`config.mk`:
```
export PLATFORM = sky130hd
export DESIGN_NAME = pushbuffer_method_decoder_flat
export DESIGN_NICKNAME = d
export VERILOG_FILES = /design/src/pmd_pkg.sv /design/src/pmd_if.sv /design/src/pmd_decode.sv /design/src/pmd_route.sv /design/src/pushbuffer_method_decoder.sv /design/src/flat_wrapper.sv
export SDC_FILE = /design/constraint.sdc
export NUM_CORES = 1
export LEC_CHECK = 0
export BUFFER_PORTS_ARGS = -buffer_cell sky130_fd_sc_hd__buf_2
export CAP_MARGIN = 25
export CORE_ASPECT_RATIO = 1.2
export CORE_MARGIN = 4
export CORE_UTILIZATION = 45
export CTS_BUF_LIST = sky130_fd_sc_hd__clkbuf_8
export DETAILED_ROUTE_END_ITERATION = 8
export HOLD_SLACK_MARGIN = 0.15
export PLACE_DENSITY = 0.66
export SYNTH_ARGS = -nofsm -noshare
export SYNTH_HDL_FRONTEND = slang
export SYNTH_SLANG_ARGS = --single-unit
```
`constraint.sdc`:
```
create_clock -name clk_i -period 14 [get_ports clk_i]
set_input_delay 2.8 -clock clk_i [delete_from_list [all_inputs] [get_ports clk_i]]
set_output_delay 2.8 -clock clk_i [all_outputs]
set_load 0.05 [all_outputs]
```
`src/pmd_pkg.sv`:
```
// ----------------------------------------------------------------------------
// pmd_pkg
// Shared widths, codes and types of the command-buffer method decoder.
// ----------------------------------------------------------------------------
package pmd_pkg;

  localparam int WordW    = 32;
  localparam int AddrW    = 14;
  localparam int HdrAddrW = 12;
  localparam int CountW   = 13;
  localparam int SubW     = 3;
  localparam int OpW      = 3;
  localparam int HostLimW = 12;
  localparam int EngLimW  = 13;
  localparam int CfgIdxW  = 2;
  localparam int CfgDataW = 13;

  localparam int SubLsb   = 13;
  localparam int CountLsb = 16;
  localparam int OpLsb    = 29;

  localparam logic [HostLimW-1:0] HostLimitReset   = 12'd64;
  localparam logic [EngLimW-1:0]  EngineLimitReset = 13'd3584;

  typedef enum logic [OpW-1:0] {
    OP_INC    = 3'd1,
    OP_NONINC = 3'd3,
    OP_IMM    = 3'd4,
    OP_ONEINC = 3'd5,
    OP_END    = 3'd7
  } op_e;

  typedef enum logic [1:0] {
    MODE_INC    = 2'd0,
    MODE_NONINC = 2'd1,
    MODE_ONEINC = 2'd2
  } mode_e;

  typedef enum logic [1:0] {
    TGT_HOST   = 2'd0,
    TGT_ENGINE = 2'd1,
    TGT_MACRO  = 2'd2
  } target_e;

  typedef enum logic [CfgIdxW-1:0] {
    REG_HOST_LIMIT   = 2'd0,
    REG_ENGINE_LIMIT = 2'd1
  } cfg_reg_e;

  typedef struct packed {
    logic [AddrW-1:0] addr;
    logic [WordW-1:0] arg;
    logic [SubW-1:0]  sub;
    logic             last;
    logic             fault;
  } call_t;

endpackage

```
`src/pmd_if.sv`:
```
// ----------------------------------------------------------------------------
// pmd_if
// Handshake channels of the method decoder: command words, method calls and
// register writes.
// ----------------------------------------------------------------------------
interface pmd_word_if;
  logic                       valid;
  logic                       ready;
  logic [pmd_pkg::WordW-1:0]  word;
  logic                       segment_last;

  modport source (output valid, word, segment_last, input ready);
  modport sink   (input valid, word, segment_last, output ready);
endinterface

interface pmd_call_if;
  logic                       valid;
  logic                       ready;
  logic [pmd_pkg::AddrW-1:0]  method_address;
  logic [pmd_pkg::WordW-1:0]  argument;
  logic [pmd_pkg::SubW-1:0]   subchannel;
  logic                       last_of_burst;
  logic [1:0]                 target_class;
  logic [pmd_pkg::AddrW-1:0]  macro_offset;
  logic                       fault;

  modport source (output valid, method_address, argument, subchannel, last_of_burst,
                  target_class, macro_offset, fault, input ready);
  modport sink   (input valid, method_address, argument, subchannel, last_of_burst,
                  target_class, macro_offset, fault, output ready);
endinterface

interface pmd_cfg_if;
  logic                          valid;
  logic                          ready;
  logic [pmd_pkg::CfgIdxW-1:0]   index;
  logic [pmd_pkg::CfgDataW-1:0]  data;

  modport source (output valid, index, data, input ready);
  modport sink   (input valid, index, data, output ready);
endinterface

```
`src/pmd_decode.sv`:
```
// ----------------------------------------------------------------------------
// pmd_decode
// Header decode and burst state: turns one command word into at most one
// method call and updates the burst, skip and fault state.
// ----------------------------------------------------------------------------
module pmd_decode (
  input  logic                       clk_i,
  input  logic                       rst_ni,
  input  logic                       step_i,
  input  logic [pmd_pkg::WordW-1:0]  word_i,
  input  logic                       seg_last_i,
  output logic                       emit_o,
  output pmd_pkg::call_t             call_o
);
  import pmd_pkg::*;

  logic [CountW-1:0] wr_q, wr_d;
  logic [AddrW-1:0]  baddr_q, baddr_d;
  logic [SubW-1:0]   bsub_q, bsub_d;
  mode_e             mode_q, mode_d;
  logic              skip_q, skip_d;
  logic              faulted_q, faulted_d;

  logic [OpW-1:0]    op;
  logic [CountW-1:0] count;
  logic [AddrW-1:0]  hdr_addr;
  logic [SubW-1:0]   hdr_sub;

  assign op       = word_i[OpLsb +: OpW];
  assign count    = word_i[CountLsb +: CountW];
  assign hdr_addr = AddrW'(word_i[HdrAddrW-1:0]);
  assign hdr_sub  = word_i[SubLsb +: SubW];

  always_comb begin
    wr_d      = wr_q;
    baddr_d   = baddr_q;
    bsub_d    = bsub_q;
    mode_d    = mode_q;
    skip_d    = skip_q;
    faulted_d = faulted_q;
    emit_o    = 1'b0;
    call_o    = '0;
    if (step_i && !faulted_q) begin
      if (skip_q) begin
        if (seg_last_i) begin
          skip_d = 1'b0;
        end
      end else if (wr_q != '0) begin
        wr_d        = wr_q - 1'b1;
        emit_o      = 1'b1;
        call_o.addr = baddr_q;
        call_o.arg  = word_i;
        call_o.sub  = bsub_q;
        call_o.last = (wr_d == '0);
        case (mode_q)
          MODE_INC: begin
            baddr_d = baddr_q + 1'b1;
          end
          MODE_ONEINC: begin
            baddr_d = baddr_q + 1'b1;
            mode_d  = MODE_NONINC;
          end
          default: ;
        endcase
      end else if (word_i != '0) begin
        case (op)
          OP_INC, OP_NONINC, OP_ONEINC: begin
            wr_d    = count;
            baddr_d = hdr_addr;
            bsub_d  = hdr_sub;
            mode_d  = (op == OP_INC) ? MODE_INC :
                      (op == OP_NONINC) ? MODE_NONINC : MODE_ONEINC;
          end
          OP_IMM: begin
            emit_o      = 1'b1;
            call_o.addr = hdr_addr;
            call_o.arg  = WordW'(count);
            call_o.sub  = hdr_sub;
            call_o.last = 1'b1;
          end
          OP_END: begin
            if (!seg_last_i) begin
              skip_d = 1'b1;
            end
          end
          default: begin
            faulted_d    = 1'b1;
            emit_o       = 1'b1;
            call_o.fault = 1'b1;
          end
        endcase
      end
    end
  end

  always_ff @(posedge clk_i or negedge rst_ni) begin
    if (!rst_ni) begin
      wr_q      <= '0;
      baddr_q   <= '0;
      bsub_q    <= '0;
      mode_q    <= MODE_INC;
      skip_q    <= 1'b0;
      faulted_q <= 1'b0;
    end else begin
      wr_q      <= wr_d;
      baddr_q   <= baddr_d;
      bsub_q    <= bsub_d;
      mode_q    <= mode_d;
      skip_q    <= skip_d;
      faulted_q <= faulted_d;
    end
  end

  a_no_call_after_fault: assert property (@(posedge clk_i) disable iff (!rst_ni)
    faulted_q |-> !emit_o)
    else $error("call issued after fault");

  a_burst_count_down: assert property (@(posedge clk_i) disable iff (!rst_ni)
    (step_i && !faulted_q && !skip_q && wr_q != '0) |=> (wr_q == $past(wr_q) - 1'b1))
    else $error("burst count did not step down");

  a_fault_item_clear: assert property (@(posedge clk_i) disable iff (!rst_ni)
    (emit_o && call_o.fault) |-> (call_o.addr == '0 && call_o.arg == '0 && !call_o.last))
    else $error("fault item carries call data");

endmodule

```
`src/pmd_route.sv`:
```
// ----------------------------------------------------------------------------
// pmd_route
// Routing class of a method address against the host and engine limits,
// with the macro offset for macro calls.
// ----------------------------------------------------------------------------
module pmd_route (
  input  logic [pmd_pkg::AddrW-1:0]     addr_i,
  input  logic [pmd_pkg::HostLimW-1:0]  host_limit_i,
  input  logic [pmd_pkg::EngLimW-1:0]   engine_limit_i,
  output pmd_pkg::target_e              target_o,
  output logic [pmd_pkg::AddrW-1:0]     offset_o
);
  import pmd_pkg::*;

  logic [AddrW-1:0] host_ext;
  logic [AddrW-1:0] eng_ext;

  assign host_ext = AddrW'(host_limit_i);
  assign eng_ext  = AddrW'(engine_limit_i);

  always_comb begin
    offset_o = '0;
    if (addr_i < host_ext) begin
      target_o = TGT_HOST;
    end else if (addr_i < eng_ext) begin
      target_o = TGT_ENGINE;
    end else begin
      target_o = TGT_MACRO;
      offset_o = addr_i - eng_ext;
    end
  end

endmodule

```
`src/pushbuffer_method_decoder.sv`:
```
// ----------------------------------------------------------------------------
// pushbuffer_method_decoder
// Command-buffer method decoder top level: input register, decode and
// routing, result register, limit registers.
// ----------------------------------------------------------------------------
// Takes one command word per clock and gives at most one method call per
// word. A word is captured in the input register, then decoded and routed
// and written to the result register, from which its call is offered.
// Input and result registers form a two-stage pipeline: a word is taken
// every cycle unless a call stalls in the result register and the input
// register is full. Burst and end headers, zero words outside a burst,
// skipped words and words after a fault give no call. The limit registers
// take writes at any time and are meant to be changed while the pipeline is
// empty.
module pushbuffer_method_decoder (
  input  logic       clk_i,
  input  logic       rst_ni,
  pmd_word_if.sink   cmd_i,
  pmd_cfg_if.sink    cfg_i,
  pmd_call_if.source call_o
);
  import pmd_pkg::*;

  logic                in_valid_q;
  logic [WordW-1:0]    word_q;
  logic                seg_last_q;
  logic [HostLimW-1:0] host_lim_q;
  logic [EngLimW-1:0]  eng_lim_q;

  logic                out_valid_q;
  call_t               call_q;
  target_e             target_q;
  logic [AddrW-1:0]    offset_q;

  logic                adv;
  logic                step;
  logic                emit;
  call_t               call;
  target_e             target;
  logic [AddrW-1:0]    offset;

  assign adv         = !out_valid_q || call_o.ready;
  assign cmd_i.ready = !in_valid_q || adv;
  assign step        = in_valid_q && adv;
  assign cfg_i.ready = 1'b1;

  pmd_decode u_decode (
    .clk_i      (clk_i),
    .rst_ni     (rst_ni),
    .step_i     (step),
    .word_i     (word_q),
    .seg_last_i (seg_last_q),
    .emit_o     (emit),
    .call_o     (call)
  );

  pmd_route u_route (
    .addr_i         (call.addr),
    .host_limit_i   (host_lim_q),
    .engine_limit_i (eng_lim_q),
    .target_o       (target),
    .offset_o       (offset)
  );

  always_ff @(posedge clk_i or negedge rst_ni) begin
    if (!rst_ni) begin
      in_valid_q  <= 1'b0;
      out_valid_q <= 1'b0;
      host_lim_q  <= HostLimitReset;
      eng_lim_q   <= EngineLimitReset;
    end else begin
      if (cmd_i.ready) begin
        in_valid_q <= cmd_i.valid;
      end
      if (adv) begin
        out_valid_q <= step && emit;
      end
      if (cfg_i.valid) begin
        case (cfg_i.index)
          REG_HOST_LIMIT:   host_lim_q <= cfg_i.data[HostLimW-1:0];
          REG_ENGINE_LIMIT: eng_lim_q  <= cfg_i.data[EngLimW-1:0];
          default: ;
        endcase
      end
    end
  end

  // payload
  always_ff @(posedge clk_i) begin
    if (cmd_i.valid && cmd_i.ready) begin
      word_q     <= cmd_i.word;
      seg_last_q <= cmd_i.segment_last;
    end
    if (step && emit) begin
      call_q   <= call;
      target_q <= call.fault ? TGT_HOST : target;
      offset_q <= call.fault ? '0 : offset;
    end
  end

  assign call_o.valid          = out_valid_q;
  assign call_o.method_address = call_q.addr;
  assign call_o.argument       = call_q.arg;
  assign call_o.subchannel     = call_q.sub;
  assign call_o.last_of_burst  = call_q.last;
  assign call_o.target_class   = target_q;
  assign call_o.macro_offset   = offset_q;
  assign call_o.fault          = call_q.fault;

endmodule

```
`src/flat_wrapper.sv`:
```
// flat-port wrapper written by rule: the top's interface ports become plain ports
module pushbuffer_method_decoder_flat import pmd_pkg::*;
  (clk_i, rst_ni, cmd_i_valid, cmd_i_word, cmd_i_segment_last, cmd_i_ready, cfg_i_valid, cfg_i_index, cfg_i_data, cfg_i_ready, call_o_valid, call_o_method_address, call_o_argument, call_o_subchannel, call_o_last_of_burst, call_o_target_class, call_o_macro_offset, call_o_fault, call_o_ready);
  pmd_word_if cmd_i_i ();
  pmd_cfg_if cfg_i_i ();
  pmd_call_if call_o_i ();
  input  logic clk_i;
  input  logic rst_ni;
  input wire logic [$bits(cmd_i_i.valid)-1:0] cmd_i_valid;
  input wire logic [$bits(cmd_i_i.word)-1:0] cmd_i_word;
  input wire logic [$bits(cmd_i_i.segment_last)-1:0] cmd_i_segment_last;
  output wire logic [$bits(cmd_i_i.ready)-1:0] cmd_i_ready;
  input wire logic [$bits(cfg_i_i.valid)-1:0] cfg_i_valid;
  input wire logic [$bits(cfg_i_i.index)-1:0] cfg_i_index;
  input wire logic [$bits(cfg_i_i.data)-1:0] cfg_i_data;
  output wire logic [$bits(cfg_i_i.ready)-1:0] cfg_i_ready;
  output wire logic [$bits(call_o_i.valid)-1:0] call_o_valid;
  output wire logic [$bits(call_o_i.method_address)-1:0] call_o_method_address;
  output wire logic [$bits(call_o_i.argument)-1:0] call_o_argument;
  output wire logic [$bits(call_o_i.subchannel)-1:0] call_o_subchannel;
  output wire logic [$bits(call_o_i.last_of_burst)-1:0] call_o_last_of_burst;
  output wire logic [$bits(call_o_i.target_class)-1:0] call_o_target_class;
  output wire logic [$bits(call_o_i.macro_offset)-1:0] call_o_macro_offset;
  output wire logic [$bits(call_o_i.fault)-1:0] call_o_fault;
  input wire logic [$bits(call_o_i.ready)-1:0] call_o_ready;
  assign cmd_i_i.valid = cmd_i_valid;
  assign cmd_i_i.word = cmd_i_word;
  assign cmd_i_i.segment_last = cmd_i_segment_last;
  assign cmd_i_ready = cmd_i_i.ready;
  assign cfg_i_i.valid = cfg_i_valid;
  assign cfg_i_i.index = cfg_i_index;
  assign cfg_i_i.data = cfg_i_data;
  assign cfg_i_ready = cfg_i_i.ready;
  assign call_o_valid = call_o_i.valid;
  assign call_o_method_address = call_o_i.method_address;
  assign call_o_argument = call_o_i.argument;
  assign call_o_subchannel = call_o_i.subchannel;
  assign call_o_last_of_burst = call_o_i.last_of_burst;
  assign call_o_target_class = call_o_i.target_class;
  assign call_o_macro_offset = call_o_i.macro_offset;
  assign call_o_fault = call_o_i.fault;
  assign call_o_i.ready = call_o_ready;
  pushbuffer_method_decoder u_core (.clk_i(clk_i), .rst_ni(rst_ni), .cmd_i(cmd_i_i), .cfg_i(cfg_i_i), .call_o(call_o_i));
endmodule
```
==> load_flow_metrics.sql <==
INSERT INTO impl_metrics (metric_group, metric, value, unit) VALUES
('clock_network', 'clock_insertion_delay_worst_skew', '0.47', 'ns'),
('timing', 'drv_slew', '0', ''),
('timing', 'maxClockFrequency', '155.1', 'MHz'),
('run', 'max_cap_viol_count', '0', ''),
('timing', 'slew_worst_pin', '0.9570', 'ns'),
('synth', 'synth.yosys.seq_area_share', '57.75', '%'),
('worst_hold_path', 'timing.hold.worst.class', 'reg2reg', ''),
('timing', 'finalSetupViolCount', '0', ''),
('die', 'dieWidth', '128.6', 'um'),
('grt', 'overflow_after_grt', '0', ''),
('clock_network', 'post_cts_hold_buffer_count', '0', ''),
('synth', 'syn_inst', '724', ''),
('synth', 'fraction_of_registers_with_async_set_reset', '37.89', '%'),
('drt', 'totalWireLength', '20340', 'um'),
('timing', 'setup_ws', '7.551', 'ns'),
('drt', 'routed-via-count', '6027', ''),
('setup_path', 'timing.critical_path.max_delay_family', 'simple AND/OR/NAND/NOR gates', ''),
('drt', 'drt_pass1_iterations', '5', ''),
('power', 'static-leakage-power', '3.840', 'nW'),
('grt', 'grt_pass1_vias', '5821', ''),
('grt', 'grt_use_total', '20.87', '%'),
('die', 'dieArea', '19630', 'sq um'),
('setup_path', 'worstPathArrival', '3.65', 'ns'),
('timing', 'setup_tns_after_final_layout', '0', 'ns'),
('synth', 'postSynth.topFlopCell', 'sky130_fd_sc_hd__edfxtp_1', ''),
('timing', 'hold_viol_final', '0', ''),
('clock_network', 'tritoncts', 'done', ''),
('grt', 'number_of_antenna_violations_at_the_first_check_in_global_routing', '0', ''),
('synth', 'synth_nets', '805', ''),
('synth', 'synth_enable_flop_cells', '100', ''),
('final_layout', 'number_of_nets_in_the_finished_design', '919', ''),
('final_layout', 'antenna_cells', '0', ''),
('synth', 'syn_area_per_cell', '10.84', 'sq um'),
('die', 'floorplan.initialDensity', '46.23', '%'),
('timing', 'period_minus_slack', '6.449', 'ns'),
('placement', 'post-dp-hpwl', '14460', 'um'),
('power', 'power.density_cell_area', '141.7', 'nW/um^2'),
('synth', 'syn-cell-area', '7851', 'sq um'),
('clock_network', 'clock_tree.root_cell', 'sky130_fd_sc_hd__clkbuf_8', ''),
('die', 'io_pins', '123', ''),
('die', 'die-height', '152.7', 'um'),
('drt', 'viasPerCell', '5.649', ''),
('setup_path', 'cp_data_required_time', '11.20', 'ns'),
('timing', 'rsz0062_at_grt', 'no', ''),
('clock_network', 'cts-htree-levels', '4', ''),
('timing', 'max_slew_margin', '35.92', '%'),
('setup_path', 'critical-path-slowest-cell', 'sky130_fd_sc_hd__nor2b_1', ''),
('placement', 'placement.setup.worst_slack', '7.160', 'ns'),
('final_layout', 'fillers', '1514', ''),
('outcome', 'status', 'complete, no violations', ''),
('final_layout', 'layout_overhead_on_the_synthesized_area', '15.89', '%'),
('clock_network', 'tritoncts_buffers', '17', ''),
('setup_path', 'worst_path_largest_cell_delay', '0.35', 'ns'),
('grt', 'grt_pass1_wl', '31680', 'um'),
('setup_path', 'timing.setup.critical_path_class', 'in2out', ''),
('drt', 'detail_route.wl_per_cell', '19.06', 'um'),
('clock_network', 'clock_sinks', '161', ''),
('die', 'fp-row-count', '52', ''),
('synth', 'post_synth_num_cell_types', '65', ''),
('placement', 'post_dp_cell_area', '8678', 'sq um'),
('setup_path', 'worst_setup_path_startpoint', 'call_o_ready', ''),
('setup_path', 'critPathCaptureType', 'output port', ''),
('grt', 'grt_start_max_net_pins', '69', ''),
('drt', 'detail-route-antenna-nets', '0', ''),
('worst_hold_path', 'worstHoldStart', 'u_core.seg_last_q', ''),
('setup_path', 'path_buf_inv', '2', ''),
('setup_path', 'timing.critical_path.fanout_max', '5', ''),
('drt', 'detailedRoute.firstIterationViolations', '470', ''),
('final_layout', 'postLayoutCoreUtil', '53.58', '%'),
('synth', 'synth_seq_cells', '161', ''),
('synth', 'yosysWarnings', '0', '');
logic make-up (layout without fill, tap and decap cells):
logic type / after synthesis / in the layout / share of synthesized area (%)
buf+inv: 80 / 207 / 4.112
flops: 161 / 161 / 57.75
xor+xnor: 10 / 10 / 1.116
simple gates: 261 / 261 / 17.02
compound gates: 167 / 167 / 13.12
fa+ha+maj: 28 / 28 / 4.558
mux: 16 / 16 / 2.279
other cells: 1 / 1 / 0.04776
state kept, by name (all words and copies together) (netlist names), 12 cells and up:
name / flops
u_core.call_o.argument: 32
u_core.call_o.macro_offset: 14
u_core.call_o.method_address: 14
u_core.eng_lim_q: 13
u_core.host_lim_q: 12
u_core.u_decode.baddr_q: 14
u_core.u_decode.wr_q: 13
u_core.word_q: 32
final timing paths:
check	cells past startpoint	end	slack, ns
min in group asynchronous	2	u_core.host_lim_q[5]	2.52
worst min register to register	1	u_core.u_decode.skip_q	0.41
max in group asynchronous	2	u_core.u_decode.bsub_q[1]	10.92
worst max register to register	14	u_core.call_o.macro_offset[0]	8.60
worst max-delay path	4	cmd_i_ready	7.55
worst min-delay path	1	u_core.u_decode.skip_q	0.41
final cells by class:
cell class / instances / area, sq um / share of cell area (%)
Tap cell: 216 / 270.3 / 2.970
Timing Repair Buffer: 132 / 688.2 / 7.563
Clock buffer: 17 / 234.0 / 2.572
Multi-Input combinational cell: 483 / 3024 / 33.24
Inverter: 43 / 161.4 / 1.774
Sequential cell: 161 / 4534 / 49.83
Clock inverter: 15 / 186.4 / 2.049
synth_stat cells (3+ instances only):
master,instances,area (sq um)
sky130_fd_sc_hd__dfrtp_1,57,1426
sky130_fd_sc_hd__a2bb2oi_1,5,43.79
sky130_fd_sc_hd__o31a_1,4,35.03
sky130_fd_sc_hd__o22ai_1,10,62.56
sky130_fd_sc_hd__inv_1,43,161.4
sky130_fd_sc_hd__nor4b_1,4,35.03
sky130_fd_sc_hd__nor3_1,15,75.07
sky130_fd_sc_hd__ha_1,27,337.8
sky130_fd_sc_hd__nand2b_1,5,31.28
sky130_fd_sc_hd__xnor2_1,8,70.07
sky130_fd_sc_hd__or2_2,7,43.79
sky130_fd_sc_hd__edfxtp_1,100,3003
sky130_fd_sc_hd__clkbuf_1,24,90.09
sky130_fd_sc_hd__nor2_1,38,142.6
sky130_fd_sc_hd__and3_1,22,137.6
sky130_fd_sc_hd__nand3b_1,3,22.52
sky130_fd_sc_hd__buf_2,9,45.04
sky130_fd_sc_hd__o21a_1,5,37.54
sky130_fd_sc_hd__o31ai_1,3,22.52
sky130_fd_sc_hd__a31oi_1,4,25.02
sky130_fd_sc_hd__mux2_2,15,168.9
sky130_fd_sc_hd__and4_1,3,26.28
sky130_fd_sc_hd__nor4_1,11,68.82
sky130_fd_sc_hd__nor3b_1,4,30.03
sky130_fd_sc_hd__nand4_1,4,25.02
sky130_fd_sc_hd__or3_1,5,31.28
sky130_fd_sc_hd__a21o_1,3,22.52
sky130_fd_sc_hd__nand2_1,82,307.8
sky130_fd_sc_hd__dfstp_2,4,105.1
sky130_fd_sc_hd__o21ai_0,42,210.2
sky130_fd_sc_hd__a21oi_1,65,325.3
sky130_fd_sc_hd__nor2b_1,7,43.79
sky130_fd_sc_hd__o211ai_1,5,37.54
sky130_fd_sc_hd__a211oi_1,4,30.03
sky130_fd_sc_hd__nand3_1,40,200.2
power breakdown:
| part | leakage, nW | switching [mW] | internal (mW) | total, mW |
|---|---|---|---|---|
| clock | 0.210 | 0.211 | 0.138 | 0.350 |
| combinational | 1.90 | 0.217 | 0.103 | 0.321 |
| sequential | 1.73 | 0.0453 | 0.574 | 0.619 |
| total | 3.84 | 0.474 | 0.815 | 1.29 |
routing by layer:
metal  up-vias  GRT usage [%]  wire [um]
met2       211          35.44      10410
met3        38          4.734       1324
met1      2907          25.96       8009
li1       2871              -          -
met4         0          7.504        595
met5         -              0          0
per-stage QoR:
| step | hold WS [ns] | std cells | total power [mW] |
|---|---|---|---|
| CTS | 0.4135 | 1067 | 1.300 |
| global route | 0.4308 | 1067 | 1.356 |
| detailed placement | 0.4122 | 1035 | 0.9520 |
| finish | 0.4091 | 1067 | 1.289 |
| global placement | 0.4061 | 1034 | 0.9477 |
| floorplan | 0.3949 | 724 | 0.8608 |
(Power assumes the default switching activity.)
